--- config.mk ---
export PLATFORM = sky130hd
export DESIGN_NAME = link_reconnect_supervisor_unit_flat
export DESIGN_NICKNAME = d
export VERILOG_FILES = /design/src/rtl/lrs_pkg.sv /design/src/rtl/lrs_if.sv /design/src/rtl/lrs_step.sv /design/src/rtl/link_reconnect_supervisor_unit.sv /design/src/flat_wrapper.sv
export SDC_FILE = /design/constraint.sdc
export NUM_CORES = 1
export LEC_CHECK = 0
export BUFFER_PORTS_ARGS = -buffer_cell sky130_fd_sc_hd__buf_4
export CAP_MARGIN = 40
export CORE_ASPECT_RATIO = 0.75
export CORE_UTILIZATION = 40
export DETAILED_ROUTE_END_ITERATION = 10
export PLACE_DENSITY = 0.53
export SLEW_MARGIN = 5
export SYNTH_ARGS = -nofsm -noshare
export SYNTH_HDL_FRONTEND = slang
export SYNTH_SLANG_ARGS = --single-unit
--- constraint.sdc ---
create_clock -name clk -period 17.1 [get_ports clk]
set_clock_uncertainty 0.1 [all_clocks]
set_input_delay 0 -clock clk [delete_from_list [all_inputs] [get_ports clk]]
set_output_delay 0 -clock clk [all_outputs]
set_load 0.005 [all_outputs]
--- src/rtl/lrs_pkg.sv ---
// Package for the link reconnect supervisor: action codes, register indexes,
// reset values and the state, config and result structs.
// No dependencies.
package lrs_pkg;

  typedef enum logic [2:0] {
    ACT_NONE       = 3'd0,
    ACT_LINK_UP    = 3'd1,
    ACT_LINK_LOST  = 3'd2,
    ACT_RETRY_TOUT = 3'd3,
    ACT_RESTART    = 3'd4,
    ACT_START      = 3'd5
  } action_t;

  typedef enum logic [2:0] {
    REG_RETRY_TIMEOUT = 3'd0,
    REG_BACKOFF_MIN   = 3'd1,
    REG_BACKOFF_MAX   = 3'd2,
    REG_RESTART_AFTER = 3'd3,
    REG_CAND_COUNT    = 3'd4
  } reg_index_t;

  localparam int unsigned CfgDataW  = 31;
  localparam int unsigned CfgIndexW = 3;

  localparam logic [19:0] RetryTimeoutRst = 20'd10000;
  localparam logic [19:0] BackoffMinRst   = 20'd3000;
  localparam logic [19:0] BackoffMaxRst   = 20'd60000;
  localparam logic [30:0] RestartAfterRst = 31'd300000;
  localparam logic [1:0]  NetCountRst     = 2'd2;

  typedef struct packed {
    logic [19:0] retry_timeout;
    logic [19:0] backoff_min;
    logic [19:0] backoff_max;
    logic [30:0] restart_after;
    logic [1:0]  cand_count;
  } cfg_t;

  typedef struct packed {
    logic        link_state;
    logic        retry_pending;
    logic [31:0] retry_start_time;
    logic [31:0] next_retry_time;
    logic [19:0] current_backoff;
    logic [31:0] down_start_time;
    logic [31:0] last_restart_time;
    logic        next_network;
  } state_t;

  typedef struct packed {
    action_t action;
    logic    network_index;
    logic    link_is_up;
  } result_t;

endpackage

--- src/rtl/lrs_if.sv ---
// Request and result channel interfaces for the link reconnect supervisor.
// Depends on lrs_pkg.
interface lrs_in_if;
  logic        valid;
  logic        ready;
  logic [31:0] now_ms;
  logic        connected;
  logic        join_busy;
  logic        scan_busy;

  modport source (output valid, now_ms, connected, join_busy, scan_busy, input ready);
  modport sink (input valid, now_ms, connected, join_busy, scan_busy, output ready);
endinterface

interface lrs_out_if;
  logic              valid;
  logic              ready;
  lrs_pkg::action_t  action;
  logic              network_index;
  logic              link_is_up;

  modport source (output valid, action, network_index, link_is_up, input ready);
  modport sink (input valid, action, network_index, link_is_up, output ready);
endinterface

--- src/rtl/lrs_step.sv ---
// Next-state and action logic for one supervision tick.
// Depends on lrs_pkg.
module lrs_step (
  input  lrs_pkg::cfg_t    cfg,
  input  lrs_pkg::state_t  cur,
  input  logic [31:0]      now_ms,
  input  logic             connected,
  input  logic             join_busy,
  input  logic             scan_busy,
  output lrs_pkg::state_t  nxt,
  output lrs_pkg::result_t res
);

  logic [31:0] down_eff;
  logic [31:0] since_retry;
  logic [31:0] since_down;
  logic [31:0] since_restart;
  logic [31:0] until_retry;
  logic [20:0] doubled;
  logic [19:0] backoff_new;
  logic        restart_due;

  assign down_eff      = (cur.down_start_time == 32'd0) ? now_ms : cur.down_start_time;
  assign since_retry   = now_ms - cur.retry_start_time;
  assign since_down    = now_ms - down_eff;
  assign since_restart = now_ms - cur.last_restart_time;
  assign until_retry   = now_ms - cur.next_retry_time;
  assign doubled       = {cur.current_backoff, 1'b0};
  assign backoff_new   = (doubled > {1'b0, cfg.backoff_max}) ? cfg.backoff_max
                                                             : doubled[19:0];
  assign restart_due   = (since_down >= {1'b0, cfg.restart_after}) &&
                         ((cur.last_restart_time == 32'd0) ||
                          (since_restart >= {1'b0, cfg.restart_after}));

  always_comb begin
    nxt               = cur;
    res.action        = lrs_pkg::ACT_NONE;
    res.network_index = 1'b0;
    if (!join_busy) begin
      if (connected) begin
        if (!cur.link_state) begin
          nxt.link_state      = 1'b1;
          nxt.retry_pending   = 1'b0;
          nxt.current_backoff = cfg.backoff_min;
          nxt.down_start_time = 32'd0;
          res.action          = lrs_pkg::ACT_LINK_UP;
        end
      end else if (cur.link_state) begin
        nxt.link_state      = 1'b0;
        nxt.down_start_time = now_ms;
        nxt.current_backoff = cfg.backoff_min;
        nxt.next_retry_time = now_ms + {12'd0, cfg.backoff_min};
        res.action          = lrs_pkg::ACT_LINK_LOST;
      end else begin
        nxt.down_start_time = down_eff;
        if (cur.retry_pending) begin
          if (since_retry >= {12'd0, cfg.retry_timeout}) begin
            nxt.retry_pending   = 1'b0;
            nxt.current_backoff = backoff_new;
            nxt.next_retry_time = now_ms + {12'd0, backoff_new};
            res.action          = lrs_pkg::ACT_RETRY_TOUT;
          end
        end else if (restart_due) begin
          nxt.last_restart_time = now_ms;
          nxt.next_retry_time   = now_ms;
          res.action            = lrs_pkg::ACT_RESTART;
        end else if (!scan_busy && !until_retry[31]) begin
          // alternate candidates only when two or more are configured
          if (cfg.cand_count <= 2'd1) begin
            nxt.next_network = 1'b0;
          end else begin
            nxt.next_network  = ~cur.next_network;
            res.network_index = cur.next_network;
          end
          nxt.retry_pending    = 1'b1;
          nxt.retry_start_time = now_ms;
          res.action           = lrs_pkg::ACT_START;
        end
      end
    end
    res.link_is_up = nxt.link_state;
  end

endmodule

--- src/rtl/link_reconnect_supervisor_unit.sv ---
// Link reconnect supervisor top level: one request per tick, one result each.
// The result is registered and valid in the cycle after request acceptance.
// Throughput: 1 request per cycle; a held result stalls intake only if not taken.
// Reset (synchronous, rst_n low): link down, no retry pending, all times unset,
// backoff at 3000 ms, config registers at their defaults.
// Depends on lrs_pkg, lrs_if and lrs_step.
module link_reconnect_supervisor_unit (
  input  logic                            clk,
  input  logic                            rst_n,
  lrs_in_if.sink                          in_if,
  lrs_out_if.source                       out_if,
  input  logic                            cfg_we,
  input  logic [lrs_pkg::CfgIndexW-1:0]   cfg_index,
  input  logic [lrs_pkg::CfgDataW-1:0]    cfg_wdata
);

  lrs_pkg::cfg_t    cfg_r;
  lrs_pkg::state_t  state_r;
  lrs_pkg::state_t  state_nxt;
  lrs_pkg::result_t res_nxt;
  lrs_pkg::result_t res_r;
  logic             out_valid_r;
  logic             in_acc;

  assign in_if.ready = !out_valid_r || out_if.ready;
  assign in_acc      = in_if.valid && in_if.ready;

  lrs_step u_step (
    .cfg       (cfg_r),
    .cur       (state_r),
    .now_ms    (in_if.now_ms),
    .connected (in_if.connected),
    .join_busy (in_if.join_busy),
    .scan_busy (in_if.scan_busy),
    .nxt       (state_nxt),
    .res       (res_nxt)
  );

  always_ff @(posedge clk) begin
    if (!rst_n) begin
      cfg_r.retry_timeout <= lrs_pkg::RetryTimeoutRst;
      cfg_r.backoff_min   <= lrs_pkg::BackoffMinRst;
      cfg_r.backoff_max   <= lrs_pkg::BackoffMaxRst;
      cfg_r.restart_after <= lrs_pkg::RestartAfterRst;
      cfg_r.cand_count    <= lrs_pkg::NetCountRst;
    end else if (cfg_we) begin
      case (cfg_index)
        lrs_pkg::REG_RETRY_TIMEOUT: cfg_r.retry_timeout <= cfg_wdata[19:0];
        lrs_pkg::REG_BACKOFF_MIN:   cfg_r.backoff_min   <= cfg_wdata[19:0];
        lrs_pkg::REG_BACKOFF_MAX:   cfg_r.backoff_max   <= cfg_wdata[19:0];
        lrs_pkg::REG_RESTART_AFTER: cfg_r.restart_after <= cfg_wdata[30:0];
        lrs_pkg::REG_CAND_COUNT:    cfg_r.cand_count    <= cfg_wdata[1:0];
        default: ;
      endcase
    end
  end

  always_ff @(posedge clk) begin
    if (!rst_n) begin
      state_r.link_state        <= 1'b0;
      state_r.retry_pending     <= 1'b0;
      state_r.retry_start_time  <= 32'd0;
      state_r.next_retry_time   <= 32'd0;
      state_r.current_backoff   <= lrs_pkg::BackoffMinRst;
      state_r.down_start_time   <= 32'd0;
      state_r.last_restart_time <= 32'd0;
      state_r.next_network      <= 1'b0;
      out_valid_r               <= 1'b0;
    end else begin
      if (in_acc) begin
        state_r     <= state_nxt;
        out_valid_r <= 1'b1;
      end else if (out_if.ready) begin
        out_valid_r <= 1'b0;
      end
    end
  end

  // result payload; load on every accepted request
  always_ff @(posedge clk) begin
    if (in_acc) begin
      res_r <= res_nxt;
    end
  end

  assign out_if.valid         = out_valid_r;
  assign out_if.action        = res_r.action;
  assign out_if.network_index = res_r.network_index;
  assign out_if.link_is_up    = res_r.link_is_up;

`ifndef SYNTHESIS
  a_pending_only_down: assert property (@(posedge clk) disable iff (!rst_n)
    state_r.retry_pending |-> !state_r.link_state)
    else $error("retry pending while link is up");

  a_index_only_start: assert property (@(posedge clk) disable iff (!rst_n)
    (out_if.valid && out_if.network_index) |-> (out_if.action == lrs_pkg::ACT_START))
    else $error("network index set on non-retry action");

  a_join_holds_state: assert property (@(posedge clk) disable iff (!rst_n)
    (in_acc && in_if.join_busy) |=> ($stable(state_r) && (res_r.action == lrs_pkg::ACT_NONE)))
    else $error("join-busy tick changed state");

  a_link_up_flag: assert property (@(posedge clk) disable iff (!rst_n)
    in_acc |=> (res_r.link_is_up == state_r.link_state))
    else $error("reported link state differs from stored state");
`endif

endmodule
--- src/flat_wrapper.sv ---
// flat-port wrapper written by rule: the top's interface ports become plain ports
module link_reconnect_supervisor_unit_flat 
  (clk, rst_n, cfg_we, cfg_index, cfg_wdata, in_if_valid, in_if_now_ms, in_if_connected, in_if_join_busy, in_if_scan_busy, in_if_ready, out_if_valid, out_if_action, out_if_network_index, out_if_link_is_up, out_if_ready);
  lrs_in_if in_if_i ();
  lrs_out_if out_if_i ();
  input  logic clk;
  input  logic rst_n;
  input  logic cfg_we;
  input  logic [lrs_pkg::CfgIndexW-1:0] cfg_index;
  input  logic [lrs_pkg::CfgDataW-1:0] cfg_wdata;
  input wire logic [$bits(in_if_i.valid)-1:0] in_if_valid;
  input wire logic [$bits(in_if_i.now_ms)-1:0] in_if_now_ms;
  input wire logic [$bits(in_if_i.connected)-1:0] in_if_connected;
  input wire logic [$bits(in_if_i.join_busy)-1:0] in_if_join_busy;
  input wire logic [$bits(in_if_i.scan_busy)-1:0] in_if_scan_busy;
  output wire logic [$bits(in_if_i.ready)-1:0] in_if_ready;
  output wire logic [$bits(out_if_i.valid)-1:0] out_if_valid;
  output wire logic [$bits(out_if_i.action)-1:0] out_if_action;
  output wire logic [$bits(out_if_i.network_index)-1:0] out_if_network_index;
  output wire logic [$bits(out_if_i.link_is_up)-1:0] out_if_link_is_up;
  input wire logic [$bits(out_if_i.ready)-1:0] out_if_ready;
  assign in_if_i.valid = in_if_valid;
  assign in_if_i.now_ms = in_if_now_ms;
  assign in_if_i.connected = in_if_connected;
  assign in_if_i.join_busy = in_if_join_busy;
  assign in_if_i.scan_busy = in_if_scan_busy;
  assign in_if_ready = in_if_i.ready;
  assign out_if_valid = out_if_i.valid;
  assign out_if_action = out_if_i.action;
  assign out_if_network_index = out_if_i.network_index;
  assign out_if_link_is_up = out_if_i.link_is_up;
  assign out_if_i.ready = out_if_ready;
  link_reconnect_supervisor_unit u_core (.clk(clk), .rst_n(rst_n), .in_if(in_if_i), .out_if(out_if_i), .cfg_we(cfg_we), .cfg_index(cfg_index), .cfg_wdata(cfg_wdata));
endmodule
==> out/metrics.cfg <==
[outcome]
status = complete, no violations

[setup_path]
arrival_ps = 8260
worst_setup_path_end_kind = flip-flop
cp_slowest_cell = or2_2
critPathLaunchType = flip-flop
path_max_fanout = 28
path_class = reg2reg
critical_path.max_stage_delay_ps = 740
cp.required_ps = 17480
r2r_setup_slack_ps = 9230

[timing]
max_slew_margin_pct = 35.7
rsz0062_at_grt = no
maxSlewViolCount = 0
whs_ps = 113
post-route-period-util_pct = 46.0
hold_viol_final = 0
finalSetupTns_ps = 0
fmax_mhz = 127
setup_viol = 0
worstMarginPinSlew_ps = 962
period_minus_slack_ps = 7870

[cts]
cts.sinks = 249
cts_tree = built
cts-root-buf = clkbuf_16
cts_buffers = 30
cts.reportedPaths.clkPinSlew_ps = 60
ctsResizeCount = 0
postCtsHoldBufs = 94
htree_levels = 1
post_cts_buffers = 0
clockBufferDepth = 3
insertion_delay_ps = 590

[layout]
diodes = 0
num-fill-cells = 5169
drive_above_1_share_pct = 8.81
nets = 3102
area_growth_syn_to_layout_pct = 15.6

[synthesis]
syn_inst = 2641
synth_edf_count = 5
ys.flop_type = dfxtp_1
synth-async-reset-ratio_pct = 0
yosysSeqAreaShare_pct = 24.2
yosys_warnings = 0
synth_largest_area_cell = dfxtp_1
netlist_area_sq_um = 20800
synthTopCellsByArea = dfxtp_1 23%, ha_1 16%, nand2_1 6.3%
yosysTopAreaCellShare_pct = 23.4
syn_area_per_cell_sq_um = 7.89
synth_cell_type_count = 87
ys_seq_elements = 249
syn_nets = 2984

[placed_design]
port_buffers = 80
place.gp.congestion = 0.908
place_hpwl_mm = 52.7

[global_routing]
grt_pass1_vias = 18712
use_met1_pct = 36.5
busiest_layer = met2
grt_start_max_net_pins = 84
grt_usage_pct = 26.1
grt_util_met3_pct = 3.88
globalRouteOverflowTotal = 0
antenna_found_initial = 1
grt_util_met2_pct = 42.4
grt_pass1_wl_mm = 107

[routing]
wirelength_mm = 69.9
wire_per_inst_um = 20.1
vias = 19512
avgViaCountPerCell = 5.60
drt_first_pass_iters = 5
drtAntennaViolNets = 0
drtIter0Drc = 1357
drc_errors = 0

[floorplan]
rows = 72
die-area_sq_um = 53000
die_y_um = 200
die_x_um = 266
start_util_pct = 40.4
core_area_sq_um = 51500
ios = 81

[power]
ir_worst_vdd_mv = 0.0875
leakagePower_nw = 9.73
pwr_density_cell_nw_per_um2 = 90.3

[min_path]
hp-class = in2reg

[run]
maxCapViolations = 0

-- kinds of logic (layout without fill, tap and decap cells) --
family	Yosys count	in the layout	synth area share, %
muxes	150	150	7.46
DFF	249	249	24.2
adders and majority gates	269	269	16.3
buffers and inverters	314	455	6.16
xor gates and xnor gates	120	120	5.04
AOI/OAI and AO/OA	722	722	22.8
and+or+nand+nor	817	817	18.1
-- critical path: cells and delay by family, from the launching register on --
family                   cells  cell delay [ps]
XOR/XNOR                     1              100
flip-flops                   1              340
AND/OR/NAND/NOR             10             3200
buffers and inverters        3              760
adder cells (fa/ha/maj)      2              640
AO/OA/AOI/OAI               12             2630
-- path summary, 6_finish.rpt --
kind | from | endpoint | cells after the start
max | u_core.state_r[59] | u_core.state_r[86] | 28
min | out_if_ready | u_core.state_r[150] | 5
max reg2reg | u_core.state_r[59] | u_core.state_r[86] | 28
min reg2reg | u_core.cfg_r[18] | u_core.cfg_r[18] | 2
-- report_power, final --
part	switching, mW	internal [mW]	leakage (nW)	total [mW]
combinational	0.502	0.351	7.18	0.852
clock	0.279	0.424	0.517	0.702
sequential	0.0146	0.606	2.03	0.621
total	0.795	1.38	9.73	2.18
-- cells in the final DEF, fill, tap and decap left out, types with 8 or more instances in the layout --
cell,instances
a211oi_1,28
a211oi_2,17
a21o_1,83
a21oi_1,255
a22oi_1,32
a31oi_1,15
and2_1,15
and3_1,21
buf_4,92
clkbuf_16,31
dfxtp_1,244
dlygate4sd3_1,94
ha_1,264
inv_1,202
mux2_2,42
mux2i_1,108
nand2_1,352
nand2b_1,29
nand3_1,46
nand4_1,32
nand4b_1,8
nor2_1,175
nor2b_1,26
nor3_1,47
nor4_1,21
o211ai_1,53
o21a_1,28
o21ai_0,101
o21bai_1,11
o31ai_1,9
or3_1,14
xnor2_1,76
xor2_1,44
-- state kept, by name, indices dropped and copies added (netlist names) --
| signal | flops |
|---|---|
| u_core.state_r | 151 |
| u_core.cfg_r | 92 |
| u_core.out_if.action | 3 |
| u_core.out_if.link_is_up | 1 |
| u_core.out_if.network_index | 1 |
| u_core.out_if.valid | 1 |
-- final cells by class --
class / instances / area (sq um) / area share (%)
multi-input combinational: 2078 / 14500 / 60.4
sequential: 249 / 5030 / 20.9
timing repair buffer: 197 / 1810 / 7.49
tap: 703 / 880 / 3.65
clock buffer: 41 / 853 / 3.54
inverter: 203 / 767 / 3.18
clock inverter: 14 / 211 / 0.878
-- cell usage after synthesis (6+ instances only) --
cell / n
and3_1: 22
a31oi_1: 15
mux2i_1: 108
a211o_1: 7
o21a_1: 28
dfxtp_1: 244
a211oi_2: 17
mux2_2: 42
o21ai_0: 102
inv_1: 202
a22oi_1: 32
a21o_1: 83
xnor2_1: 76
and2_1: 15
o31ai_1: 9
xor2_1: 44
ha_1: 264
nand3_1: 46
nor2b_1: 26
nand4_1: 32
o211ai_1: 53
nor3_1: 47
a21oi_1: 256
nor4_1: 21
a221o_1: 6
o21bai_1: 11
nand2_1: 352
a2111oi_0: 7
nand4b_1: 8
buf_6: 12
clkbuf_1: 82
nand2b_1: 29
or3_1: 14
o21ai_1: 7
buf_2: 9
a211oi_1: 28
buf_1: 7
nor2_1: 176
-- layer usage --
layer  vias to the layer above  part of all wire (%)
met4                         0                   1.8
met2                       465                    44
li1                       9695                     -
met1                      9286                    49
met5                         -                     0
met3                        66                   5.3
-- stage by stage --
step / std cells / utilization [%] / worst slack (ps) / power [mW] / cell area (sq um)
after global routing: 3485 / 46.8 / 8540 / 2.31 / 24100
after floorplan: 2641 / - / 11320 / 1.23 / 20800
after global placement: 3325 / 42.5 / 9180 / 1.44 / 21900
after detailed placement: 3335 / 42.8 / 9280 / 1.46 / 22100
final: 3485 / 46.8 / 9230 / 2.18 / 24100
after CTS: 3484 / 46.7 / 9250 / 2.18 / 24100
(Power assumes the default switching activity.)
